[config.mk]
export PLATFORM = sky130hd
export DESIGN_NAME = toroidal_life_grid_engine
export DESIGN_NICKNAME = d
export VERILOG_FILES = /design/src/sv/tlge_pkg.sv /design/src/sv/toroidal_life_grid_engine.sv /design/src/sv/tlge_ctrl.sv /design/src/sv/tlge_datapath.sv
export SDC_FILE = /design/constraint.sdc
export NUM_CORES = 1
export LEC_CHECK = 0
export BUFFER_PORTS_ARGS = -buffer_cell sky130_fd_sc_hd__buf_2
export CAP_MARGIN = 40
export CORE_ASPECT_RATIO = 0.7
export CORE_UTILIZATION = 57
export DETAILED_ROUTE_END_ITERATION = 7
export PLACE_DENSITY = 0.74
export SYNTH_ARGS = -nofsm -noshare
export SYNTH_HDL_FRONTEND = slang
export SYNTH_SLANG_ARGS = --single-unit
[constraint.sdc]
create_clock -name clock -period 4.4 [get_ports clock]
set_clock_uncertainty 0.1 [all_clocks]
set_input_delay 0.88 -clock clock [delete_from_list [all_inputs] [get_ports clock]]
set_output_delay 0.88 -clock clock [all_outputs]
set_load 0.02 [all_outputs]
[src/sv/tlge_pkg.sv]
// tlge_pkg: shared types and constants for the toroidal life grid engine
// depends on nothing; used by the controller, datapath and top level

package tlge_pkg;

   // width of the row index field on the result channel
   localparam int unsigned ROW_INDEX_W = 4;
   // width of the row bit fields on the result channel
   localparam int unsigned ROW_BITS_W  = 16;

   // b3/s23 rule counts
   localparam int unsigned BIRTH_COUNT   = 3;
   localparam int unsigned SURVIVE_LOW   = 2;
   localparam int unsigned SURVIVE_HIGH  = 3;
   // neighbor count fits 0 to 8
   localparam int unsigned NEIGHBOR_MAX  = 8;
   localparam int unsigned NEIGHBOR_W    = $clog2(NEIGHBOR_MAX + 1);

   // action codes of the request word
   typedef enum logic {
      ACT_PRESS = 1'b0,
      ACT_TICK  = 1'b1
   } action_type;

   // controller to datapath commands
   typedef struct packed {
      logic                   press;   // mark the pressed cell
      logic                   step;    // process the head row of the ring
      logic                   first;   // step is for row 0
      logic                   last;    // step is for the final row
      logic [ROW_INDEX_W-1:0] row;     // row index shown on the result
   } cmd_type;

   // datapath to controller status
   typedef struct packed {
      logic out_free;                  // result register can take a word
   } status_type;

endpackage

[src/sv/toroidal_life_grid_engine.sv]
// toroidal_life_grid_engine: b3/s23 life on a wrap-around grid
// depends on tlge_pkg, tlge_ctrl and tlge_datapath
//
// Usage:
//   Request words (req_*) carry an action: a press marks one cell to flip,
//   a tick flips all marked cells, clears the marks and computes the marks
//   for the next tick by the b3/s23 rule over the eight toroidal neighbors.
//   A press outside the grid is dropped. A press gives no response words.
//   A tick gives GRID_ROWS response words (rsp_*), rows 0 upward, each with
//   the new live bits, the bits that flipped, and last set on the final row.
//   A tick streams one row per cycle out of a rotating row ring, as long as
//   the response register is not held by a stalled word. On acceptance the
//   controller enters its run state; each row then goes through the rule
//   unit and is registered into the response register as the ring rotates.
//   req_stall is high while a tick is running; a new word is taken as soon
//   as the last row sits in the response register, even if not yet taken.
//   When a valid word is stalled by rsp_stall, the response register holds and the ring waits.
//   Reset clears both grids: all cells dead, no flips pending.

module toroidal_life_grid_engine #(
   parameter int unsigned GRID_COLS = 16,
   parameter int unsigned GRID_ROWS = 16
) (
   input  logic        clock,
   input  logic        reset,
   input  logic        req_valid,
   output logic        req_stall,
   input  logic        req_action,
   input  logic [3:0]  req_press_col,
   input  logic [3:0]  req_press_row,
   output logic        rsp_valid,
   input  logic        rsp_stall,
   output logic [3:0]  rsp_row_index,
   output logic [15:0] rsp_row_alive,
   output logic [15:0] rsp_row_changed,
   output logic        rsp_last
);

   tlge_pkg::cmd_type    cmd;
   tlge_pkg::status_type status;

   // controller
   tlge_ctrl #(
      .GRID_ROWS (GRID_ROWS)
   ) u_ctrl (
      .clock      (clock),
      .reset      (reset),
      .req_valid  (req_valid),
      .req_action (req_action),
      .req_stall  (req_stall),
      .status     (status),
      .cmd        (cmd)
   );

   // datapath
   tlge_datapath #(
      .GRID_COLS (GRID_COLS),
      .GRID_ROWS (GRID_ROWS)
   ) u_datapath (
      .clock           (clock),
      .reset           (reset),
      .cmd             (cmd),
      .status          (status),
      .req_press_col   (req_press_col),
      .req_press_row   (req_press_row),
      .rsp_valid       (rsp_valid),
      .rsp_stall       (rsp_stall),
      .rsp_row_index   (rsp_row_index),
      .rsp_row_alive   (rsp_row_alive),
      .rsp_row_changed (rsp_row_changed),
      .rsp_last        (rsp_last)
   );

endmodule

[src/sv/tlge_ctrl.sv]
// tlge_ctrl: controller state machine, request handshake and row counter
// depends on tlge_pkg

module tlge_ctrl #(
   parameter int unsigned GRID_ROWS = 16
) (
   input  logic                 clock,
   input  logic                 reset,
   input  logic                 req_valid,
   input  logic                 req_action,
   output logic                 req_stall,
   input  tlge_pkg::status_type status,
   output tlge_pkg::cmd_type    cmd
);

   localparam int unsigned CNT_W = $clog2(GRID_ROWS);

   typedef enum logic {
      ST_IDLE,
      ST_RUN
   } state_type;

   state_type        state_ff, state_in;
   logic [CNT_W-1:0] cnt_ff, cnt_in;
   logic             accept;
   logic             is_last;
   logic [CNT_W+tlge_pkg::ROW_INDEX_W-1:0] row_wide;

   // request side is open only between runs
   assign req_stall = (state_ff != ST_IDLE);
   assign accept    = req_valid & ~req_stall;
   assign is_last   = (cnt_ff == CNT_W'(GRID_ROWS - 1));
   assign row_wide  = {{tlge_pkg::ROW_INDEX_W{1'b0}}, cnt_ff};

   // command decode
   always_comb begin
      cmd       = '0;
      cmd.press = accept & (req_action == tlge_pkg::ACT_PRESS);
      cmd.step  = (state_ff == ST_RUN) & status.out_free;
      cmd.first = (cnt_ff == '0);
      cmd.last  = is_last;
      cmd.row   = row_wide[tlge_pkg::ROW_INDEX_W-1:0];
   end

   // next state and row counter
   always_comb begin
      state_in = state_ff;
      cnt_in   = cnt_ff;
      case (state_ff)
         ST_IDLE: begin
            if (accept && req_action == tlge_pkg::ACT_TICK) begin
               state_in = ST_RUN;
               cnt_in   = '0;
            end
         end
         ST_RUN: begin
            if (cmd.step) begin
               cnt_in = cnt_ff + CNT_W'(1);
               if (is_last) begin
                  state_in = ST_IDLE;
               end
            end
         end
         default: begin
            state_in = ST_IDLE;
         end
      endcase
   end

   always_ff @(posedge clock) begin
      if (reset) begin
         state_ff <= ST_IDLE;
         cnt_ff   <= '0;
      end else begin
         state_ff <= state_in;
         cnt_ff   <= cnt_in;
      end
   end

endmodule

[src/sv/tlge_datapath.sv]
// tlge_datapath: live and flip row rings, neighbor rule and result register
// depends on tlge_pkg

module tlge_datapath #(
   parameter int unsigned GRID_COLS = 16,
   parameter int unsigned GRID_ROWS = 16
) (
   input  logic                   clock,
   input  logic                   reset,
   input  tlge_pkg::cmd_type      cmd,
   output tlge_pkg::status_type   status,
   input  logic [3:0]             req_press_col,
   input  logic [3:0]             req_press_row,
   output logic                   rsp_valid,
   input  logic                   rsp_stall,
   output logic [tlge_pkg::ROW_INDEX_W-1:0] rsp_row_index,
   output logic [tlge_pkg::ROW_BITS_W-1:0]  rsp_row_alive,
   output logic [tlge_pkg::ROW_BITS_W-1:0]  rsp_row_changed,
   output logic                   rsp_last
);

   localparam int unsigned ROW_W = $clog2(GRID_ROWS);
   localparam int unsigned COL_W = $clog2(GRID_COLS);

   logic [GRID_COLS-1:0] live_ff [GRID_ROWS];
   logic [GRID_COLS-1:0] live_in [GRID_ROWS];
   logic [GRID_COLS-1:0] flip_ff [GRID_ROWS];
   logic [GRID_COLS-1:0] flip_in [GRID_ROWS];

   logic [GRID_COLS-1:0] above, head, below, marks;

   logic                 press_ok;
   logic [ROW_W+3:0]     prow_wide;
   logic [COL_W+3:0]     pcol_wide;
   logic [ROW_W-1:0]     prow_idx;
   logic [COL_W-1:0]     pcol_idx;
   logic [GRID_COLS-1:0] press_bit;

   logic [tlge_pkg::ROW_BITS_W+GRID_COLS-1:0] alive_wide, changed_wide;

   logic                 rsp_valid_ff, rsp_valid_in;
   logic [tlge_pkg::ROW_INDEX_W-1:0] row_index_ff;
   logic [tlge_pkg::ROW_BITS_W-1:0]  row_alive_ff, row_changed_ff;
   logic                 last_ff;

   // three-row window at fixed ring places; flips applied where not yet done
   assign head  = live_ff[0] ^ flip_ff[0];
   assign above = cmd.first ? (live_ff[GRID_ROWS-1] ^ flip_ff[GRID_ROWS-1])
                            : live_ff[GRID_ROWS-1];
   assign below = cmd.last  ? live_ff[1] : (live_ff[1] ^ flip_ff[1]);

   // per-column b3/s23 rule on the head row
   for (genvar c = 0; c < GRID_COLS; c++) begin : g_col
      localparam int unsigned CL = (c + GRID_COLS - 1) % GRID_COLS;
      localparam int unsigned CR = (c + 1) % GRID_COLS;
      logic [tlge_pkg::NEIGHBOR_W-1:0] n;
      assign n = tlge_pkg::NEIGHBOR_W'(above[CL]) + tlge_pkg::NEIGHBOR_W'(above[c])
               + tlge_pkg::NEIGHBOR_W'(above[CR]) + tlge_pkg::NEIGHBOR_W'(head[CL])
               + tlge_pkg::NEIGHBOR_W'(head[CR])  + tlge_pkg::NEIGHBOR_W'(below[CL])
               + tlge_pkg::NEIGHBOR_W'(below[c])  + tlge_pkg::NEIGHBOR_W'(below[CR]);
      assign marks[c] = head[c]
         ? (n != tlge_pkg::NEIGHBOR_W'(tlge_pkg::SURVIVE_LOW) &&
            n != tlge_pkg::NEIGHBOR_W'(tlge_pkg::SURVIVE_HIGH))
         : (n == tlge_pkg::NEIGHBOR_W'(tlge_pkg::BIRTH_COUNT));
   end

   // press decode, out-of-grid presses are dropped
   assign press_ok  = (32'(req_press_col) < GRID_COLS) && (32'(req_press_row) < GRID_ROWS);
   assign prow_wide = {{ROW_W{1'b0}}, req_press_row};
   assign pcol_wide = {{COL_W{1'b0}}, req_press_col};
   assign prow_idx  = prow_wide[ROW_W-1:0];
   assign pcol_idx  = pcol_wide[COL_W-1:0];
   assign press_bit = GRID_COLS'(1) << pcol_idx;

   // ring update: rotate on a step, or set one flip mark on a press
   always_comb begin
      for (int i = 0; i < GRID_ROWS; i++) begin
         live_in[i] = live_ff[i];
         flip_in[i] = flip_ff[i];
      end
      if (cmd.step) begin
         for (int i = 0; i < GRID_ROWS - 1; i++) begin
            live_in[i] = live_ff[i+1];
            flip_in[i] = flip_ff[i+1];
         end
         live_in[GRID_ROWS-1] = head;
         flip_in[GRID_ROWS-1] = marks;
      end else if (cmd.press && press_ok) begin
         flip_in[prow_idx] = flip_ff[prow_idx] | press_bit;
      end
   end

   always_ff @(posedge clock) begin
      if (reset) begin
         for (int i = 0; i < GRID_ROWS; i++) begin
            live_ff[i] <= '0;
            flip_ff[i] <= '0;
         end
      end else begin
         for (int i = 0; i < GRID_ROWS; i++) begin
            live_ff[i] <= live_in[i];
            flip_ff[i] <= flip_in[i];
         end
      end
   end

   // result register
   assign status.out_free = ~rsp_valid_ff | ~rsp_stall;
   assign rsp_valid_in    = cmd.step | (rsp_valid_ff & rsp_stall);
   assign alive_wide      = {{tlge_pkg::ROW_BITS_W{1'b0}}, head};
   assign changed_wide    = {{tlge_pkg::ROW_BITS_W{1'b0}}, flip_ff[0]};

   always_ff @(posedge clock) begin
      if (reset) begin
         rsp_valid_ff <= 1'b0;
      end else begin
         rsp_valid_ff <= rsp_valid_in;
      end
   end

   always_ff @(posedge clock) begin
      if (cmd.step) begin
         row_index_ff   <= cmd.row;
         row_alive_ff   <= alive_wide[tlge_pkg::ROW_BITS_W-1:0];
         row_changed_ff <= changed_wide[tlge_pkg::ROW_BITS_W-1:0];
         last_ff        <= cmd.last;
      end
   end

   assign rsp_valid       = rsp_valid_ff;
   assign rsp_row_index   = row_index_ff;
   assign rsp_row_alive   = row_alive_ff;
   assign rsp_row_changed = row_changed_ff;
   assign rsp_last        = last_ff;

endmodule

==> impl_metrics.tcl, run 1 <==
set metrics [dict create \
    run_status "complete, but fails checks" \
    violations "design-rule violations, negative setup slack" \
    critical_path_class "reg -> reg" \
    grt_pass1_wl_mm 118 \
    place.gp.congestion 0.946 \
    hold_class "reg -> reg" \
    synth_area_leaders "dfxtp_1 39%, a21oi_1 9.1%, nand2_1 7.7%" \
    layout.nets 3124 \
    preCtsSetupSlack_ns -0.143 \
    worst_slack_ns -0.0905 \
    cp.arrival_ns 4.88 \
    start_util_pct 58.5 \
    grt_usage_pct 30.4 \
    drcViolationCount 12 \
    p_clk_share_pct 41.2 \
    synthesis.nets 3148 \
    synth.yosys.warnings 0 \
    rr_worst_depth 18 \
    seq_area_frac_synth_pct 43.0 \
    worstMarginPinSlew_ns 1.02 \
    setup_violations 3 \
    path_common_cell "fa_1" \
    switching_power_w 0.00290 \
    routedWlPerCell_um 20.7 \
    hold_violations 0 \
    period_needed_ns 4.49 \
    r2r-start "u_ctrl.cnt_ff[1]" \
    wl_mm 75.4 \
    path_cells "inv_2 > ha_4 > nor3b_4 > buf_4 > buf_12 > nand2_1 > xnor2_1 > ha_1 > xnor2_1 > ha_1 > fa_1 > fa_1 > inv_1 > fa_1 > a211oi_2 > mux2i_1 > o31a_1 > a2111oi_2" \
    synth-main-ff-cell "dfxtp_1" \
    ant_nets 0 \
    slew_violations 0 \
    pwr-share-seq_pct 46.9 \
    tritoncts "yes" \
    power-per-cell-area_nw_per_um2 369 \
    die_area_um2 47700 \
    synth.most_common_cell "nand2_1" \
    io_buffers 51 \
    ir_drop_v 0.000326 \
    clockBufferDepth 3 \
    drive_gt1_share_pct 14.8 \
    drt_iter0_drc 2932 \
    regToRegSetupSlack_ns -0.09 \
    yosysTopAreaCell "dfxtp_1" \
    p_comb_share_pct 11.9 \
    grt_setup_unrepaired "yes" \
    end_kind "flip-flop" \
    dieWidth_um 261 \
    cts-buffers-inserted 53 \
    hold_depth 2 \
    leakage_nw 11.5 \
    cts_root_buf "clkbuf_16" \
    grt_pass1_vias 22100 \
    synth.top_cell.area_share_pct 38.8 \
    cpPeakStageDelay_ns 0.50 \
    avgSynthCellArea_um2 8.84 \
    critPathLaunchType "flip-flop" \
    switching_share_pct 26.2 \
    cap_violations 0 \
    synth_edf_count 37 \
    htreeDepth 2 \
    synth-seq-cells 555 \
    p_int_w 0.00816 \
    worstHoldEndpoint "u_datapath.live_ff[0][16]" \
    fp.dieH_um 183 \
    cts_sinks 555 \
    critPathMaxFanout 8 \
    max_clock_freq_ghz 0.223 \
    core_um2 45600 \
    vias_per_cell 6.45 \
    num-fill-cells 3637 \
    hpwlAfterDp_mm 48.4 \
    r2r-end "u_datapath.flip_ff[15][0]" \
    min_period_over_period_pct 102 \
    rows 65 \
    drt-pass1-iter-count 8 \
    grt_overflow 0 \
    boundaryPins 52 \
    netlist-cell-type-count 62 \
    clkLatencyLatePin_ns 0.60 \
    relSlewSlack_pct 31.9 \
    multi_input_area_um2 14400 \
    syn_area_um2 26700 \
    place_inst 3532 \
    synth_commonest_cells "547 x nand2_1, 518 x dfxtp_1, 487 x a21oi_1" \
    syn2layout_area_growth_pct 12.4 \
    p_total_w 0.0111 \
    grt_max_degree 209 \
    synthArstFlopShare_pct 0 \
    setup_tns_ns -0.227 \
    critPathSlowestCell "fa_1" \
    synth_cells 3021 \
    antenna_found_initial 1 \
    vias 23500 \
    stdcell_count 3644 \
    min-delay-start "u_datapath.live_ff[0][32]" \
    regArea_um2 11500 \
    cp.required_ns 4.79 \
    clkTransAtPathRegs_ns 0.07 \
]
==> per-layer routing <==
metal | share of wire (%) | track usage (%)
met1 | 42 | 43.0
met2 | 45 | 47.4
met3 | 10 | 5.14
met4 | 2.7 | 9.75
met5 | 0 | 0
==> what timing repair did <==
action | 4_1_cts | 5_1_grt
setup endpoints to repair | 9 | 16
resized for setup | 12 | 112
pin swaps | 1 | 53
hold buffers | 0 | 0
gates cloned | 0 | 1
buffers inserted | 1 | 10
==> layout by cell type (no fill, tap or decap), drive strengths merged, types with 15 or more instances in the layout <==
cell and n:
nand2 547, dfxtp 518, a21oi 487, and3 241
o22ai 241, buf 164, inv 91, clkbuf 86
nor2 77, ha 66, xnor2 61, mux4 48
fa 48, edfxtp 37, o21ai 35, nor2b 34
a211oi 24, nor3 23, mux2i 21, xor2 19
nand3 17, nand2b 17, mux2 15
==> registers in the layout, summed over array words and instances, names as in the netlist <==
signal                      cells
u_datapath.rsp_row_changed     16
u_datapath.rsp_row_index        4
u_datapath.rsp_valid            1
u_ctrl.cnt_ff                   4
u_datapath.live_ff            256
u_datapath.rsp_row_alive       16
u_datapath.flip_ff            256
u_datapath.rsp_last             1
u_ctrl.req_stall                1
==> kinds of logic after synthesis <==
group / Yosys count / share of synthesized area, %
flops: 555 / 43.0
compound gates: 866 / 19.5
mux: 84 / 5.47
buf+inv: 332 / 5.35
xor+xnor: 80 / 2.62
simple gates: 990 / 17.4
fa+ha+maj: 114 / 6.69
==> final cells by class <==
type	count	area share, %
Sequential cell	555	38.3
Multi-Input combinational cell	2134	47.9
Antenna cell	1	0.00834
Clock inverter	13	0.384
Inverter	88	1.13
Timing Repair Buffer	165	4.50
Clock buffer	85	5.30
Tap cell	603	2.51
==> per-stage QoR <==
stage               hold WS [ns]  area [µm²]  util, %
floorplan                  0.332       26700        -
global placement           0.336       27500     60.3
detailed placement         0.345       27600     60.5
CTS                        0.353       29400     64.4
global route               0.361       30000     65.8
finish                     0.347       30000     65.8
==> critical path: cells and delay by family, from the launching register on <==
family	cells	cell delay (ns)
DFF	1	0.32
xor gates and xnor gates	2	0.33
buffers and inverters	4	0.44
adders and majority gates	6	1.84
AOI/OAI and AO/OA	3	0.91
and+or+nand+nor	2	0.34
muxes	1	0.12
==> power by group through the flow <==
stage / Combinational [W] / Sequential, W / Clock, W
floorplan: 0.000830 / 0.00530 / 0
global placement: 0.00110 / 0.00529 / 0
global route: 0.00143 / 0.00519 / 0.00480
CTS: 0.00118 / 0.00518 / 0.00460
detailed placement: 0.00116 / 0.00529 / 0
finish: 0.00132 / 0.00519 / 0.00455
==> worst max path at each step <==
stage	startpoint	to	cells after the start
final	u_ctrl.cnt_ff[1]	u_datapath.flip_ff[15][0]	18
after global routing	u_ctrl.cnt_ff[1]	u_datapath.flip_ff[15][14]	21
after CTS	u_ctrl.cnt_ff[0]	u_datapath.flip_ff[15][9]	18
after detailed placement	u_ctrl.cnt_ff[0]	u_datapath.flip_ff[15][2]	18
after global placement	u_ctrl.cnt_ff[0]	u_datapath.flip_ff[15][2]	18
after floorplan	u_ctrl.cnt_ff[0]	u_datapath.flip_ff[15][2]	18
No activity file was read; power rests on OpenSTA's default activity.
==> run 2, diff against run 1 <==
--- a/config.mk
+++ b/config.mk
@@ -5,6 +5,7 @@
 export SDC_FILE = /design/constraint.sdc
 export NUM_CORES = 1
 export LEC_CHECK = 0
+export ABC_AREA = 1
 export BUFFER_PORTS_ARGS = -buffer_cell sky130_fd_sc_hd__buf_2
 export CAP_MARGIN = 40
 export CORE_ASPECT_RATIO = 0.7
==> run 2 against run 1 <==
Net effect: the run now ends clean; sequential power is 4.4% higher; critical path depth grew 6; critical path type unchanged; setup slack better by 0.19 ns; final area up 3.7%; clock power grew 4.8%; non-clock buffer count shrank 37; synthesized area is 6.3% higher; largest power group unchanged; clock-buffer cell count decreased by 11; combinational power increased by 73%.
==> impl_metrics.tcl, run 2 <==
set metrics [dict create \
    worstMarginPinSlew_ns 1.28 \
    seq_area_frac_synth_pct 40.4 \
    cp.arrival_ns 4.73 \
    leakage_nw 12.4 \
    ir_drop_v 0.000341 \
    hold_class "reg -> reg" \
    critical_path_class "reg -> reg" \
    start_util_pct 57.6 \
    max_clock_freq_ghz 0.233 \
    ant_nets 0 \
    drt-pass1-iter-count 6 \
    io_buffers 51 \
    drcViolationCount 0 \
    min_period_over_period_pct 97.7 \
    vias 26100 \
    clockBufferDepth 3 \
    core_um2 49300 \
    htreeDepth 2 \
    die_area_um2 50700 \
    antenna_found_initial 2 \
    synth_commonest_cells "910 x nand2_1, 571 x nor2_1, 518 x dfxtp_1" \
    synth_area_leaders "dfxtp_1 37%, nand2_1 12%, nor2_1 7.5%" \
    cap_violations 0 \
    slew_violations 0 \
    grt_overflow 0 \
    routedWlPerCell_um 17.1 \
    critPathLaunchType "flip-flop" \
    final_cell_area_um2 31100 \
    end_kind "flip-flop" \
    tritoncts "yes" \
    synthArstFlopShare_pct 0 \
    hold_slack_ns 0.374 \
    drt_iter0_drc 3466 \
    dieWidth_um 269 \
    grt_pass1_wl_mm 124 \
    cp.required_ns 4.84 \
    vias_per_cell 5.58 \
    critPathSlowestCell "fa_1" \
    run_status "completed" \
    period_needed_ns 4.30 \
    cts_root_buf "clkbuf_16" \
    path_common_cell "inv_1" \
    grt_setup_unrepaired "yes" \
    synth.top_cell.area_share_pct 36.5 \
    setup_tns_ns 0 \
    path_cells "inv_1 > ha_2 > nand2_4 > buf_12 > nor2_2 > xor2_2 > ha_1 > inv_1 > fa_1 > xor2_1 > inv_1 > ha_1 > inv_1 > fa_1 > fa_1 > nor2_1 > o21ai_0 > nand2_1 > nand2_1 > nand2_1 > nand3_1 > nand2_1 > inv_1 > a21oi_1" \
    grt_usage_pct 30.9 \
    synth.most_common_cell "nand2_1" \
    mostFrequentLayoutCell "nand2_1" \
    fin_util_pct 63.2 \
    fp.dieH_um 189 \
    yosysTopAreaCell "dfxtp_1" \
    grt_max_degree 213 \
    layout.nets 4090 \
    cts-buffers-inserted 53 \
    synth.yosys.warnings 0 \
    grt_pass1_vias 22800 \
    hpwlAfterDp_mm 52.4 \
    synth-seq-cells 555 \
    relSlewSlack_pct 14.9 \
    clkLatencyLatePin_ns 0.61 \
    rows 68 \
    cp.buffers_inverters 6 \
    hold_violations 0 \
    synth_edf_count 37 \
    syn2layout_area_growth_pct 9.60 \
    syn_area_um2 28400 \
    critPathTopFamily "adder cells" \
    netlist-cell-type-count 35 \
    setup_violations 0 \
    place.gp.congestion 1.02 \
    clkTransAtPathRegs_ns 0.07 \
    place_area_um2 28900 \
    synth_cells 4033 \
    p_total_w 0.0125 \
    critPathMaxFanout 8 \
    synth-main-ff-cell "dfxtp_1" \
    mostFrequentLayoutCells "908 x nand2_1, 555 x nor2_1, 517 x dfxtp_1, 485 x inv_1, 377 x o21ai_0" \
    synthesis.nets 4160 \
    boundaryPins 52 \
    drive_gt1_share_pct 7.79 \
    power-per-cell-area_nw_per_um2 401 \
    reg_top3 "u_datapath.flip_ff: 256 flops, u_datapath.live_ff: 256 flops" \
    cpPeakStageDelay_ns 0.45 \
    wl_mm 80.1 \
    avgSynthCellArea_um2 7.04 \
    cts_sinks 555 \
]
run 2: metal layers:
| metal | routed length [µm] | vias up | GRT usage (%) |
|---|---|---|---|
| met5 | 0 | - | 0 |
| met4 | 1530 | 0 | 7.28 |
| met3 | 9880 | 122 | 7.48 |
| met2 | 33000 | 1178 | 43.8 |
| met1 | 35700 | 12100 | 46.7 |
| li1 | - | 12700 | - |
run 2: power by group:
| part | switching (W) | internal [W] | total, W |
|---|---|---|---|
| Combinational | 0.00145 | 0.000827 | 0.00228 |
| Clock | 0.00205 | 0.00273 | 0.00477 |
| Sequential | 0.000126 | 0.00530 | 0.00542 |
| Total | 0.00363 | 0.00885 | 0.0125 |
run 2: stage by stage:
step / instances / setup WS, ns
floorplan: 4033 / 0.176
global placement: 4552 / 0.242
detailed placement: 4555 / 0.0794
CTS: 4652 / 0.0564
global route: 4671 / -0.139
finish: 4672 / 0.102
run 2: repair_timing:
action,CTS,global route
buffers inserted,0,17
endpoints found under the setup margin,0,16
gates resized for setup,0,69
hold buffers,0,0
run 2: cells by family after synthesis:
logic type,Yosys count,synth area share [%]
AND/OR/NAND/NOR,1681,23.7
AO/OA/AOI/OAI,870,16.8
buffers and inverters,748,10.8
flip-flops,555,40.4
adder cells (fa/ha/maj),114,6.29
XOR/XNOR,65,2.01
run 2: worst reg2reg max path, stage by stage (launching register included):
cell     delay [ns]
dfxtp_2        0.34
inv_1          0.06
ha_2           0.19
nand2_4        0.10
buf_12         0.18
nor2_2         0.20
xor2_2         0.24
ha_1           0.27
inv_1          0.07
fa_1           0.45
xor2_1         0.17
inv_1          0.06
ha_1           0.26
inv_1          0.04
fa_1           0.40
fa_1           0.40
nor2_1         0.09
o21ai_0        0.08
nand2_1        0.08
nand2_1        0.05
nand2_1        0.05
nand3_1        0.06
nand2_1        0.09
inv_1          0.04
a21oi_1        0.14
run 2: final timing paths:
kind	start	end	slack, ns	cells after the start
worst max-delay path	u_ctrl.cnt_ff[1]	u_datapath.flip_ff[15][5]	0.10	24
worst min-delay path	u_datapath.live_ff[0][10]	u_datapath.live_ff[0][10]	0.37	2
worst max register to register	u_ctrl.cnt_ff[1]	u_datapath.flip_ff[15][5]	0.10	24
worst min register to register	u_datapath.live_ff[0][10]	u_datapath.live_ff[0][10]	0.37	2
run 2: cell type report:
type                            instances  area [µm²]
Antenna cell                            2        5.00
Clock buffer                           74        1500
Clock inverter                         23         282
Fill cell                            4466       18100
Inverter                              495        1870
Multi-Input combinational cell       2730       14200
Sequential cell                       555       11500
Tap cell                              665         832
Timing Repair Buffer                  128         995
